<file path="src/rtl/core/assert_macros.svh">
// assertion macros used by the coverage run merge rtl
`ifndef ASSERT_MACROS_SVH
`define ASSERT_MACROS_SVH

// property must hold at every clock edge outside reset
`define ASSERT_ALWAYS(label, clk, rst, prop, msg) \
   label: assert property (@(posedge clk) disable iff (rst) (prop)) else $error(msg);

// antecedent implies consequent in the same cycle
`define ASSERT_IMPLY(label, clk, rst, ante, cons, msg) \
   label: assert property (@(posedge clk) disable iff (rst) (ante) |-> (cons)) else $error(msg);

`endif

</file>
<file path="src/rtl/core/crm_pkg.sv">
// shared types and constants for the coverage run merge
package crm_pkg;

   localparam int MAX_SEGS     = 4;
   localparam int SEG_IDX_BITS = $clog2(MAX_SEGS);
   localparam int SEG_CNT_BITS = $clog2(MAX_SEGS + 1);

   typedef enum logic [0:0] {
      CSR_WINDOW_START = 1'b0,
      CSR_WINDOW_END   = 1'b1
   } csr_index_type;

   typedef struct packed {
      logic                    load;
      logic [SEG_CNT_BITS-1:0] nseg;
   } seg_load_type;

endpackage

</file>
<file path="src/rtl/core/crm_merge.sv">
// run state and single-pass segment generation for one interval
module crm_merge #(
   parameter int COORD_BITS = 32,
   parameter int COUNT_BITS = 16
) (
   input  logic                               clock,
   input  logic                               reset,
   input  logic                               take,
   input  logic [COORD_BITS-1:0]              window_start,
   input  logic [COORD_BITS-1:0]              window_end,
   input  logic [COORD_BITS-1:0]              read_start,
   input  logic [COORD_BITS-1:0]              read_end,
   input  logic                               last_read,
   input  logic                               no_reads,
   output crm_pkg::seg_load_type              seg_load,
   output logic [COORD_BITS-1:0]              seg_start [crm_pkg::MAX_SEGS],
   output logic [COORD_BITS-1:0]              seg_end   [crm_pkg::MAX_SEGS],
   output logic [COUNT_BITS-1:0]              seg_count [crm_pkg::MAX_SEGS],
   output logic                               seg_last  [crm_pkg::MAX_SEGS]
);
   import crm_pkg::*;

   logic [COORD_BITS-1:0]   run_left_ff, run_left_in;
   logic [COORD_BITS-1:0]   run_right_ff, run_right_in;
   logic [COUNT_BITS-1:0]   run_count_ff, run_count_in;
   logic                    run_open_ff, run_open_in;
   logic                    first_sent_ff, first_sent_in;
   logic [SEG_CNT_BITS-1:0] k;
   logic [COORD_BITS-1:0]   lo;
   logic [COORD_BITS-1:0]   gap_end;

   function automatic logic [COORD_BITS-1:0] clip_lo(
      input logic [COORD_BITS-1:0] s,
      input logic [COORD_BITS-1:0] ws,
      input logic                  en
   );
      return (en && (s < ws)) ? ws : s;
   endfunction

   function automatic logic [COORD_BITS-1:0] clip_hi(
      input logic [COORD_BITS-1:0] s,
      input logic [COORD_BITS-1:0] e,
      input logic [COORD_BITS-1:0] we,
      input logic                  en
   );
      logic [COORD_BITS-1:0] t;
      t = (e > we) ? we : e;
      if (!en) begin
         return e;
      end
      return (t < s) ? s : t;
   endfunction

   always_comb begin
      k             = '0;
      lo            = '0;
      gap_end       = '0;
      run_left_in   = run_left_ff;
      run_right_in  = run_right_ff;
      run_count_in  = run_count_ff;
      run_open_in   = run_open_ff;
      first_sent_in = first_sent_ff;
      for (int i = 0; i < MAX_SEGS; i++) begin
         seg_start[i] = '0;
         seg_end[i]   = '0;
         seg_count[i] = '0;
         seg_last[i]  = 1'b0;
      end

      if (no_reads) begin
         lo                        = clip_lo(window_start, window_start, 1'b1);
         seg_start[k[SEG_IDX_BITS-1:0]] = lo;
         seg_end[k[SEG_IDX_BITS-1:0]]   = clip_hi(lo, window_end, window_end, 1'b1);
         seg_last[k[SEG_IDX_BITS-1:0]]  = 1'b1;
         k                         = k + 1'b1;
         run_left_in               = '0;
         run_right_in              = '0;
         run_count_in              = '0;
         run_open_in               = 1'b0;
         first_sent_in             = 1'b0;
      end else begin
         if (!run_open_ff) begin
            if (window_start < read_start) begin
               lo = clip_lo(window_start, window_start, !first_sent_in);
               seg_start[k[SEG_IDX_BITS-1:0]] = lo;
               seg_end[k[SEG_IDX_BITS-1:0]]   =
                  clip_hi(lo, read_start, window_end, !first_sent_in);
               k             = k + 1'b1;
               first_sent_in = 1'b1;
            end
            run_left_in  = read_start;
            run_right_in = read_end;
            run_count_in = COUNT_BITS'(1);
            run_open_in  = 1'b1;
         end else if ((read_start <= run_right_ff) && (read_end >= run_left_ff)) begin
            if (read_start < run_left_ff) begin
               run_left_in = read_start;
            end
            if (read_end > run_right_ff) begin
               run_right_in = read_end;
            end
            if (run_count_ff != '1) begin
               run_count_in = run_count_ff + 1'b1;
            end
         end else begin
            gap_end = (read_start > run_right_ff) ? read_start : run_right_ff;
            lo = clip_lo(run_left_ff, window_start, !first_sent_in);
            seg_start[k[SEG_IDX_BITS-1:0]] = lo;
            seg_end[k[SEG_IDX_BITS-1:0]]   =
               clip_hi(lo, run_right_ff, window_end, !first_sent_in);
            seg_count[k[SEG_IDX_BITS-1:0]] = run_count_ff;
            k             = k + 1'b1;
            first_sent_in = 1'b1;
            seg_start[k[SEG_IDX_BITS-1:0]] = run_right_ff;
            seg_end[k[SEG_IDX_BITS-1:0]]   = gap_end;
            k             = k + 1'b1;
            run_left_in   = read_start;
            run_right_in  = read_end;
            run_count_in  = COUNT_BITS'(1);
         end

         if (last_read) begin
            if (run_right_in < window_end) begin
               lo = clip_lo(run_left_in, window_start, !first_sent_in);
               seg_start[k[SEG_IDX_BITS-1:0]] = lo;
               seg_end[k[SEG_IDX_BITS-1:0]]   =
                  clip_hi(lo, run_right_in, window_end, !first_sent_in);
               seg_count[k[SEG_IDX_BITS-1:0]] = run_count_in;
               k = k + 1'b1;
               lo = clip_lo(run_right_in, window_start, 1'b1);
               seg_start[k[SEG_IDX_BITS-1:0]] = lo;
               seg_end[k[SEG_IDX_BITS-1:0]]   = clip_hi(lo, window_end, window_end, 1'b1);
               seg_last[k[SEG_IDX_BITS-1:0]]  = 1'b1;
               k = k + 1'b1;
            end else begin
               lo = clip_lo(run_left_in, window_start, 1'b1);
               seg_start[k[SEG_IDX_BITS-1:0]] = lo;
               seg_end[k[SEG_IDX_BITS-1:0]]   = clip_hi(lo, run_right_in, window_end, 1'b1);
               seg_count[k[SEG_IDX_BITS-1:0]] = run_count_in;
               seg_last[k[SEG_IDX_BITS-1:0]]  = 1'b1;
               k = k + 1'b1;
            end
            run_left_in   = '0;
            run_right_in  = '0;
            run_count_in  = '0;
            run_open_in   = 1'b0;
            first_sent_in = 1'b0;
         end
      end
   end

   assign seg_load.load = take;
   assign seg_load.nseg = k;

   always_ff @(posedge clock) begin
      if (reset) begin
         run_open_ff   <= 1'b0;
         first_sent_ff <= 1'b0;
      end else if (take) begin
         run_open_ff   <= run_open_in;
         first_sent_ff <= first_sent_in;
      end
   end

   always_ff @(posedge clock) begin
      if (reset) begin
         run_left_ff  <= '0;
         run_right_ff <= '0;
         run_count_ff <= '0;
      end else if (take) begin
         run_left_ff  <= run_left_in;
         run_right_ff <= run_right_in;
         run_count_ff <= run_count_in;
      end
   end

endmodule

</file>
<file path="src/rtl/core/crm_seg_buffer.sv">
// segment queue and result register feeding the rsp channel
`include "assert_macros.svh"

module crm_seg_buffer #(
   parameter int COORD_BITS = 32,
   parameter int COUNT_BITS = 16
) (
   input  logic                  clock,
   input  logic                  reset,
   input  crm_pkg::seg_load_type seg_load,
   input  logic [COORD_BITS-1:0] seg_start [crm_pkg::MAX_SEGS],
   input  logic [COORD_BITS-1:0] seg_end   [crm_pkg::MAX_SEGS],
   input  logic [COUNT_BITS-1:0] seg_count [crm_pkg::MAX_SEGS],
   input  logic                  seg_last  [crm_pkg::MAX_SEGS],
   output logic                  can_load,
   output logic                  rsp_valid,
   input  logic                  rsp_ready,
   output logic [COORD_BITS-1:0] rsp_seg_start,
   output logic [COORD_BITS-1:0] rsp_seg_end,
   output logic [COUNT_BITS-1:0] rsp_merged_count,
   output logic                  rsp_last_segment
);
   import crm_pkg::*;

   logic [COORD_BITS-1:0]   buf_start_ff [MAX_SEGS];
   logic [COORD_BITS-1:0]   buf_end_ff   [MAX_SEGS];
   logic [COUNT_BITS-1:0]   buf_count_ff [MAX_SEGS];
   logic                    buf_last_ff  [MAX_SEGS];
   logic [SEG_CNT_BITS-1:0] cnt_ff, cnt_in;
   logic [SEG_IDX_BITS-1:0] rd_ff, rd_in;
   logic                    rsp_valid_ff, rsp_valid_in;
   logic [COORD_BITS-1:0]   rsp_start_ff;
   logic [COORD_BITS-1:0]   rsp_end_ff;
   logic [COUNT_BITS-1:0]   rsp_count_ff;
   logic                    rsp_last_ff;
   logic                    pop;

   assign pop      = (cnt_ff != '0) && (!rsp_valid_ff || rsp_ready);
   assign can_load = (cnt_ff == '0) || ((cnt_ff == SEG_CNT_BITS'(1)) && pop);

   always_comb begin
      cnt_in       = cnt_ff;
      rd_in        = rd_ff;
      rsp_valid_in = rsp_valid_ff && !rsp_ready;
      if (pop) begin
         cnt_in       = cnt_ff - 1'b1;
         rd_in        = rd_ff + 1'b1;
         rsp_valid_in = 1'b1;
      end
      if (seg_load.load) begin
         cnt_in = seg_load.nseg;
         rd_in  = '0;
      end
   end

   always_ff @(posedge clock) begin
      if (reset) begin
         cnt_ff       <= '0;
         rd_ff        <= '0;
         rsp_valid_ff <= 1'b0;
      end else begin
         cnt_ff       <= cnt_in;
         rd_ff        <= rd_in;
         rsp_valid_ff <= rsp_valid_in;
      end
   end

   always_ff @(posedge clock) begin
      if (pop) begin
         rsp_start_ff <= buf_start_ff[rd_ff];
         rsp_end_ff   <= buf_end_ff[rd_ff];
         rsp_count_ff <= buf_count_ff[rd_ff];
         rsp_last_ff  <= buf_last_ff[rd_ff];
      end
      if (seg_load.load) begin
         for (int i = 0; i < MAX_SEGS; i++) begin
            buf_start_ff[i] <= seg_start[i];
            buf_end_ff[i]   <= seg_end[i];
            buf_count_ff[i] <= seg_count[i];
            buf_last_ff[i]  <= seg_last[i];
         end
      end
   end

   assign rsp_valid        = rsp_valid_ff;
   assign rsp_seg_start    = rsp_start_ff;
   assign rsp_seg_end      = rsp_end_ff;
   assign rsp_merged_count = rsp_count_ff;
   assign rsp_last_segment = rsp_last_ff;

   `ASSERT_IMPLY(a_load_only_when_free, clock, reset, seg_load.load, can_load, "load while queue busy")
   `ASSERT_ALWAYS(a_cnt_in_range, clock, reset, cnt_ff <= SEG_CNT_BITS'(MAX_SEGS), "queue overfull")
   `ASSERT_ALWAYS(a_rd_cnt_fit, clock, reset, ({1'b0, rd_ff} + cnt_ff) <= SEG_CNT_BITS'(MAX_SEGS), "read index past queue")

endmodule

</file>
<file path="src/rtl/core/coverage_run_merge.sv">
// an accepted req goes through the item register, segment queue and rsp register
// an interval emits n segments (0 to 4); the queue loads it when empty or popping
// its last segment; the single rsp register sends one segment per cycle unless stalled
// typical sorted input merges most intervals, one interval per cycle while unstalled
// reset: synchronous, clears the window registers, run state and all valid flags
module coverage_run_merge #(
   parameter int COORD_BITS = 32,
   parameter int COUNT_BITS = 16
) (
   input  logic                  clock,
   input  logic                  reset,
   input  logic                  csr_write_en,
   input  crm_pkg::csr_index_type csr_index,
   input  logic [COORD_BITS-1:0] csr_wdata,
   input  logic                  req_valid,
   output logic                  req_ready,
   input  logic [COORD_BITS-1:0] req_read_start,
   input  logic [COORD_BITS-1:0] req_read_end,
   input  logic                  req_last_read,
   input  logic                  req_no_reads,
   output logic                  rsp_valid,
   input  logic                  rsp_ready,
   output logic [COORD_BITS-1:0] rsp_seg_start,
   output logic [COORD_BITS-1:0] rsp_seg_end,
   output logic [COUNT_BITS-1:0] rsp_merged_count,
   output logic                  rsp_last_segment
);
   import crm_pkg::*;

   logic [COORD_BITS-1:0] window_start_ff;
   logic [COORD_BITS-1:0] window_end_ff;
   logic                  item_valid_ff;
   logic [COORD_BITS-1:0] item_start_ff;
   logic [COORD_BITS-1:0] item_end_ff;
   logic                  item_last_ff;
   logic                  item_none_ff;
   logic                  can_load;
   logic                  take;
   seg_load_type          seg_load;
   logic [COORD_BITS-1:0] seg_start [MAX_SEGS];
   logic [COORD_BITS-1:0] seg_end   [MAX_SEGS];
   logic [COUNT_BITS-1:0] seg_count [MAX_SEGS];
   logic                  seg_last  [MAX_SEGS];

   assign take      = item_valid_ff && can_load;
   assign req_ready = !item_valid_ff || take;

   always_ff @(posedge clock) begin
      if (reset) begin
         window_start_ff <= '0;
         window_end_ff   <= '0;
      end else if (csr_write_en) begin
         unique case (csr_index)
            CSR_WINDOW_START: window_start_ff <= csr_wdata;
            CSR_WINDOW_END:   window_end_ff   <= csr_wdata;
            default: ;
         endcase
      end
   end

   always_ff @(posedge clock) begin
      if (reset) begin
         item_valid_ff <= 1'b0;
      end else if (req_ready) begin
         item_valid_ff <= req_valid;
      end
   end

   always_ff @(posedge clock) begin
      if (req_valid && req_ready) begin
         item_start_ff <= req_read_start;
         item_end_ff   <= req_read_end;
         item_last_ff  <= req_last_read;
         item_none_ff  <= req_no_reads;
      end
   end

   crm_merge #(
      .COORD_BITS (COORD_BITS),
      .COUNT_BITS (COUNT_BITS)
   ) u_merge (
      .clock        (clock),
      .reset        (reset),
      .take         (take),
      .window_start (window_start_ff),
      .window_end   (window_end_ff),
      .read_start   (item_start_ff),
      .read_end     (item_end_ff),
      .last_read    (item_last_ff),
      .no_reads     (item_none_ff),
      .seg_load     (seg_load),
      .seg_start    (seg_start),
      .seg_end      (seg_end),
      .seg_count    (seg_count),
      .seg_last     (seg_last)
   );

   crm_seg_buffer #(
      .COORD_BITS (COORD_BITS),
      .COUNT_BITS (COUNT_BITS)
   ) u_seg_buffer (
      .clock            (clock),
      .reset            (reset),
      .seg_load         (seg_load),
      .seg_start        (seg_start),
      .seg_end          (seg_end),
      .seg_count        (seg_count),
      .seg_last         (seg_last),
      .can_load         (can_load),
      .rsp_valid        (rsp_valid),
      .rsp_ready        (rsp_ready),
      .rsp_seg_start    (rsp_seg_start),
      .rsp_seg_end      (rsp_seg_end),
      .rsp_merged_count (rsp_merged_count),
      .rsp_last_segment (rsp_last_segment)
   );

endmodule

</file>
<file path="config.mk">
export PLATFORM = sky130hd
export DESIGN_NAME = coverage_run_merge
export DESIGN_NICKNAME = d
export VERILOG_FILES = /design/src/rtl/core/crm_pkg.sv /design/src/rtl/core/crm_merge.sv /design/src/rtl/core/crm_seg_buffer.sv /design/src/rtl/core/coverage_run_merge.sv
export VERILOG_INCLUDE_DIRS = /design/src /design/src/rtl/core
export SDC_FILE = /design/constraint.sdc
export NUM_CORES = 2
export LEC_CHECK = 0
export BUFFER_PORTS_ARGS = -buffer_cell sky130_fd_sc_hd__buf_2
export CAP_MARGIN = 0
export CORE_UTILIZATION = 41
export DETAILED_ROUTE_END_ITERATION = 6
export PLACE_DENSITY = 0.54
export SKIP_CTS_REPAIR_TIMING = 1
export SLEW_MARGIN = 10
export SYNTH_ARGS = -nofsm -noshare
export SYNTH_HDL_FRONTEND = slang
export SYNTH_SLANG_ARGS = --single-unit
</file>
<file path="constraint.sdc">
create_clock -name clock -period 10.6 [get_ports clock]
set_input_delay 0.53 -clock clock [delete_from_list [all_inputs] [get_ports clock]]
set_output_delay 0.53 -clock clock [all_outputs]
set_load 0.05 [all_outputs]
</file>
==> results by stage <==
Outcome:
- The flow ran to the end, but the final reports show violations.
- The final reports fail on design-rule violations.

Synth:
- The top flip-flop cell by instance count after synthesis is sky130_fd_sc_hd__edfxtp_1.
- The average footprint of a synthesized cell is 9.31 um^2.
- Of all flip-flops after synthesis, the portion carrying an async set or reset was 0%.
- The count of state elements after synthesis is 624.
- Yosys mapped a number of flops with a built-in enable equal to 471.
- The synthesized cell area is about 45000 um^2.
- The fraction of the yosys area taken by sequential cells is 38.1%.
- Counting every instance in the synthesized netlist gives 4847.
- Yosys printed 0 warnings.
- The number of different library cells in the post-synthesis netlist is between 80 and 90.

Floorplan:
- The initial core utilization is 41.4%.
- The initialized floorplan defines 121 standard-cell rows.
- In this run the standard cell core region covers 109000 um^2.
- The height of the die is ~330 um.
- Pin placement for this block handled 187 I/O pins.
- In this run the horizontal extent of the chip is approximately 330 um.
- The die covers 111000 um^2.

Worst setup path:
- The required time at the endpoint of the critical path is 11030 ps.
- The worst flop-to-flop path endpoint is u_seg_buffer.buf_end_ff[0][27]$_DFFE_PP_.
- The number of cells traversed by the worst register-to-register path is 36.
- Data arrives at the worst endpoint at 10780 ps.
- The worst register-to-register path begins at u_merge.run_left_ff[25]$_SDFFE_PP0P_.
- The reg2reg setup slack is 260 ps.
- By startpoint and endpoint, the worst setup path is classified as reg -> reg.
- The largest single stage delay on the critical path is roughly 700 ps.
- The worst setup path is captured at a flop.
- The library cell contributing the largest single delay on the critical path is sky130_fd_sc_hd__nor4_1.
- Along the worst path, the maximum fanout reaches 40.
- The kind of start point of the critical path is a flop.
- The cell seen most often among critical-path stages is sky130_fd_sc_hd__buf_4.

Place:
- The post-placement cell count is 6506.
- The port buffer count is 186.
- Summed over all nets, the half-perimeter wirelength after detailed placement is 170000 um.
- Routability-driven placement finished with a final weighted congestion of 1.08.

Power:
- The sequential power share is 30.9%.
- The total power divided by cell area is 222 nW/um^2.
- Summed over all nets, the switching power comes to 5.09 mW.
- The clock share of power is 22.9%.
- Overall power consumption after layout is estimated at roughly 12 mW.
- The switching part of the total power is between 40 and 50%.
- For this design the static power due to leakage is 20.9 nW.
- The internal power of the cells totals 6.47 mW.
- Combinational cells account for 46.2% of the total power.
- The largest voltage drop on the vdd net is about 0.13 mV.

Min path:
- The startpoint identified for the worst hold timing path is req_read_end[15].
- Counting instances, the worst hold path has a depth of 1.
- The class of the tightest hold or removal check is in -> reg.
- The worst hold path terminates at item_end_ff[15]$_DFFE_PP_.

Drt:
- The via density per instance is 6.41.
- Summed over all nets, wire length on met3 after detailed routing comes to 30000 um.
- The number of nets still failing antenna checks after routing is 0.
- The met1 layer wirelength in the final routing is 97100 um.
- The amount of wire on met2 after detailed routing is 85400 um.
- The final route contains ~43000 vias.
- The number of violations reported at the end of detailed-routing iteration 0 is 6220.
- Wires add up to roughly 220000 um.
- For this run, design rule violations remaining after detail routing come to 2.
- In the final routed layout, each cell accounts on average for ~33 um.
- The first TritonRoute pass finished after 7 iterations.
- The highest layer touched by signal routing is met5.

GRT:
- The via count of the first global-routing pass is 39600.
- The global-route wire length before repair is 303000 um.
- The maximum number of pins on one net before global-route repair is 144.
- The global-route usage over all layers is 38.4%.
- The number of antenna violations at the first check in global routing is 7.
- For this run the aggregate overflow at the end of global routing stands at 0.

Finish:
- The number of cells in the finished layout apart from fillers is 6659.
- The area growth from synthesis to layout is 15.3%.
- The leading cell type in the layout, fill and taps excluded is sky130_fd_sc_hd__nand2_1.
- Leaving out fill and tap cells, the most frequent cells in the layout are sky130_fd_sc_hd__nand2_1, sky130_fd_sc_hd__ha_1, sky130_fd_sc_hd__edfxtp_1.
- The number of filler cells placed in the layout is 10500.
- Of the cells placed in the final design, the portion with a size suffix greater than 1 is 14.8%.
- In the final design database the tool counted 5817 nets.

Timing:
- The count of endpoints failing hold in the final timing report was 0.
- The final total negative setup slack is 0 ps.
- For the final database, setup skew stands at 44.4 ps.
- The worst path in the final design needs a cycle of just over 10000 ps, including I/O delays and setup.
- In this run the tightest slew margin relative to its limit is 16.0%.
- The final critical path takes up just under 100% of the cycle.
- Derived from the worst setup path, the maximum achievable clock frequency is 96.7 MHz.
- For the pin with the worst max-slew slack, the measured transition is 1260 ps.
- The number of slew-limit violations in the final report is 0.
- Setup violations remaining at the end of the flow were counted as 0.

Clocking:
- The clock net sink count is around 620.
- The root buffer cell is sky130_fd_sc_hd__clkbuf_16.
- After clock tree synthesis, the clock-pin slew on the worst setup and hold paths is about 60 ps.
- No sink is reached through more buffers than the 3 on the longest clock path.
- TritonCTS built the clock tree.
- The H-tree was split into 3 levels.
- The number of buffers created by CTS is 76.
- The clock insertion delay at the later pin of the skew report is 710 ps.

Run:
- Max-cap violations in this run came to 0.
## through the flow
| step | area (um^2) | hold slack (ps) | worst slack [ps] | utilization (%) |
|---|---|---|---|---|
| CTS | 51900 | -33.1 | 63.4 | 47.6 |
| finish | 52000 | 11.5 | 259 | 47.7 |
| global route | 52000 | 0.0121 | -6.00 | 47.7 |
| detailed placement | 49400 | 450 | 126 | 45.4 |
| global placement | 49400 | 449 | 210 | 45.4 |
| floorplan | 45300 | 468 | 1830 | - |
## state kept, by name, indices dropped and copies added, names as in the netlist, 2 cells and up
| signal | count |
|---|---|
| u_seg_buffer.rsp_seg_end | 32 |
| u_seg_buffer.rsp_seg_start | 32 |
| u_merge.run_count_ff | 16 |
| window_end_ff | 32 |
| u_merge.run_left_ff | 32 |
| u_seg_buffer.buf_last_ff | 4 |
| u_seg_buffer.cnt_ff | 3 |
| u_seg_buffer.buf_count_ff | 64 |
| u_seg_buffer.rsp_merged_count | 16 |
| u_seg_buffer.buf_end_ff | 128 |
| u_merge.run_right_ff | 32 |
| item_start_ff | 32 |
| window_start_ff | 32 |
| item_end_ff | 32 |
| u_seg_buffer.buf_start_ff | 128 |
| u_seg_buffer.rd_ff | 2 |
## worst max-delay path: cells and delay by family (launching register included)
kind            cells  cell delay (ps)
compound gates     13             3260
fa+ha+maj           3             1090
buf+inv             6             1340
flops               1              400
mux                 1              170
simple gates       13             3730
## power by group through the flow
| stage | Sequential, mW | Clock, mW | Combinational, mW |
|---|---|---|---|
| after floorplan | 4.23 | 0 | 2.69 |
| after global placement | 3.60 | 0 | 5.21 |
| after detailed placement | 3.61 | 0 | 5.19 |
| after CTS | 3.56 | 2.70 | 5.20 |
| after global routing | 3.61 | 2.77 | 5.61 |
| final | 3.57 | 2.65 | 5.34 |
## per-layer routing
metal / track usage, % / up-vias
met5: 0 / -
met4: 10.5 / 2
met3: 13.0 / 327
met2: 52.1 / 2817
met1: 57.0 / 20700
li1: - / 18800
## cells by family after synthesis
| family | synth area share (%) |
|---|---|
| AOI/OAI and AO/OA | 20.8 |
| xor gates and xnor gates | 0.155 |
| adders and majority gates | 14.9 |
| buffers and inverters | 4.60 |
| DFF | 38.1 |
| muxes | 7.60 |
| other | 0.00831 |
| and+or+nand+nor | 13.9 |
## cell usage after synthesis (32+ instances only)
master	instances	area, um^2
sky130_fd_sc_hd__nand2_1	569	2140
sky130_fd_sc_hd__ha_1	536	6710
sky130_fd_sc_hd__edfxtp_1	471	14100
sky130_fd_sc_hd__o21ai_0	454	2270
sky130_fd_sc_hd__nor2_1	440	1650
sky130_fd_sc_hd__a21oi_1	367	1840
sky130_fd_sc_hd__inv_1	252	946
sky130_fd_sc_hd__clkbuf_1	235	882
sky130_fd_sc_hd__dfxtp_1	153	3060
sky130_fd_sc_hd__a21o_1	133	998
sky130_fd_sc_hd__mux2i_1	121	1210
sky130_fd_sc_hd__nand4_1	93	582
sky130_fd_sc_hd__mux4_2	81	1820
sky130_fd_sc_hd__a221oi_1	69	604
sky130_fd_sc_hd__and2_1	67	419
sky130_fd_sc_hd__o22ai_1	64	400
sky130_fd_sc_hd__nand3_1	61	305
sky130_fd_sc_hd__o221ai_1	48	420
sky130_fd_sc_hd__o211ai_1	45	338
sky130_fd_sc_hd__o21a_1	44	330
sky130_fd_sc_hd__a22oi_1	41	308
sky130_fd_sc_hd__nor3_1	40	200
sky130_fd_sc_hd__mux2_2	35	394
sky130_fd_sc_hd__o31ai_1	35	263
sky130_fd_sc_hd__nand2b_1	32	200
## area by class of cell
class	instances	area [um^2]	area share (%)
clock inverter	49	508	0.976
timing repair buffer	490	3340	6.42
clock buffer	91	1990	3.82
tap	1414	1770	3.40
antenna	6	15.0	0.0289
inverter	253	957	1.84
sequential	624	17200	33.1
multi-input combinational	3732	26200	50.4
## worst max-delay path by stage
stage,from,end,slack [ps],depth (start not counted)
finish,u_merge.run_left_ff[25]$_SDFFE_PP0P_,u_seg_buffer.buf_end_ff[0][27]$_DFFE_PP_,260,36
detailed placement,u_merge.run_left_ff[27]$_SDFFE_PP0P_,u_seg_buffer.buf_end_ff[0][15]$_DFFE_PP_,130,36
CTS,u_merge.run_left_ff[25]$_SDFFE_PP0P_,u_seg_buffer.buf_end_ff[0][27]$_DFFE_PP_,60,36
global placement,u_merge.run_left_ff[25]$_SDFFE_PP0P_,u_seg_buffer.buf_end_ff[1][11]$_SDFFCE_PP0P_,210,35
global route,item_start_ff[25]$_DFFE_PP_,u_seg_buffer.buf_end_ff[0][14]$_DFFE_PP_,-6,37
floorplan,rsp_ready,u_merge.first_sent_ff$_SDFFE_PP0P_,1830,9
Power figures use the tool's default switching activity.
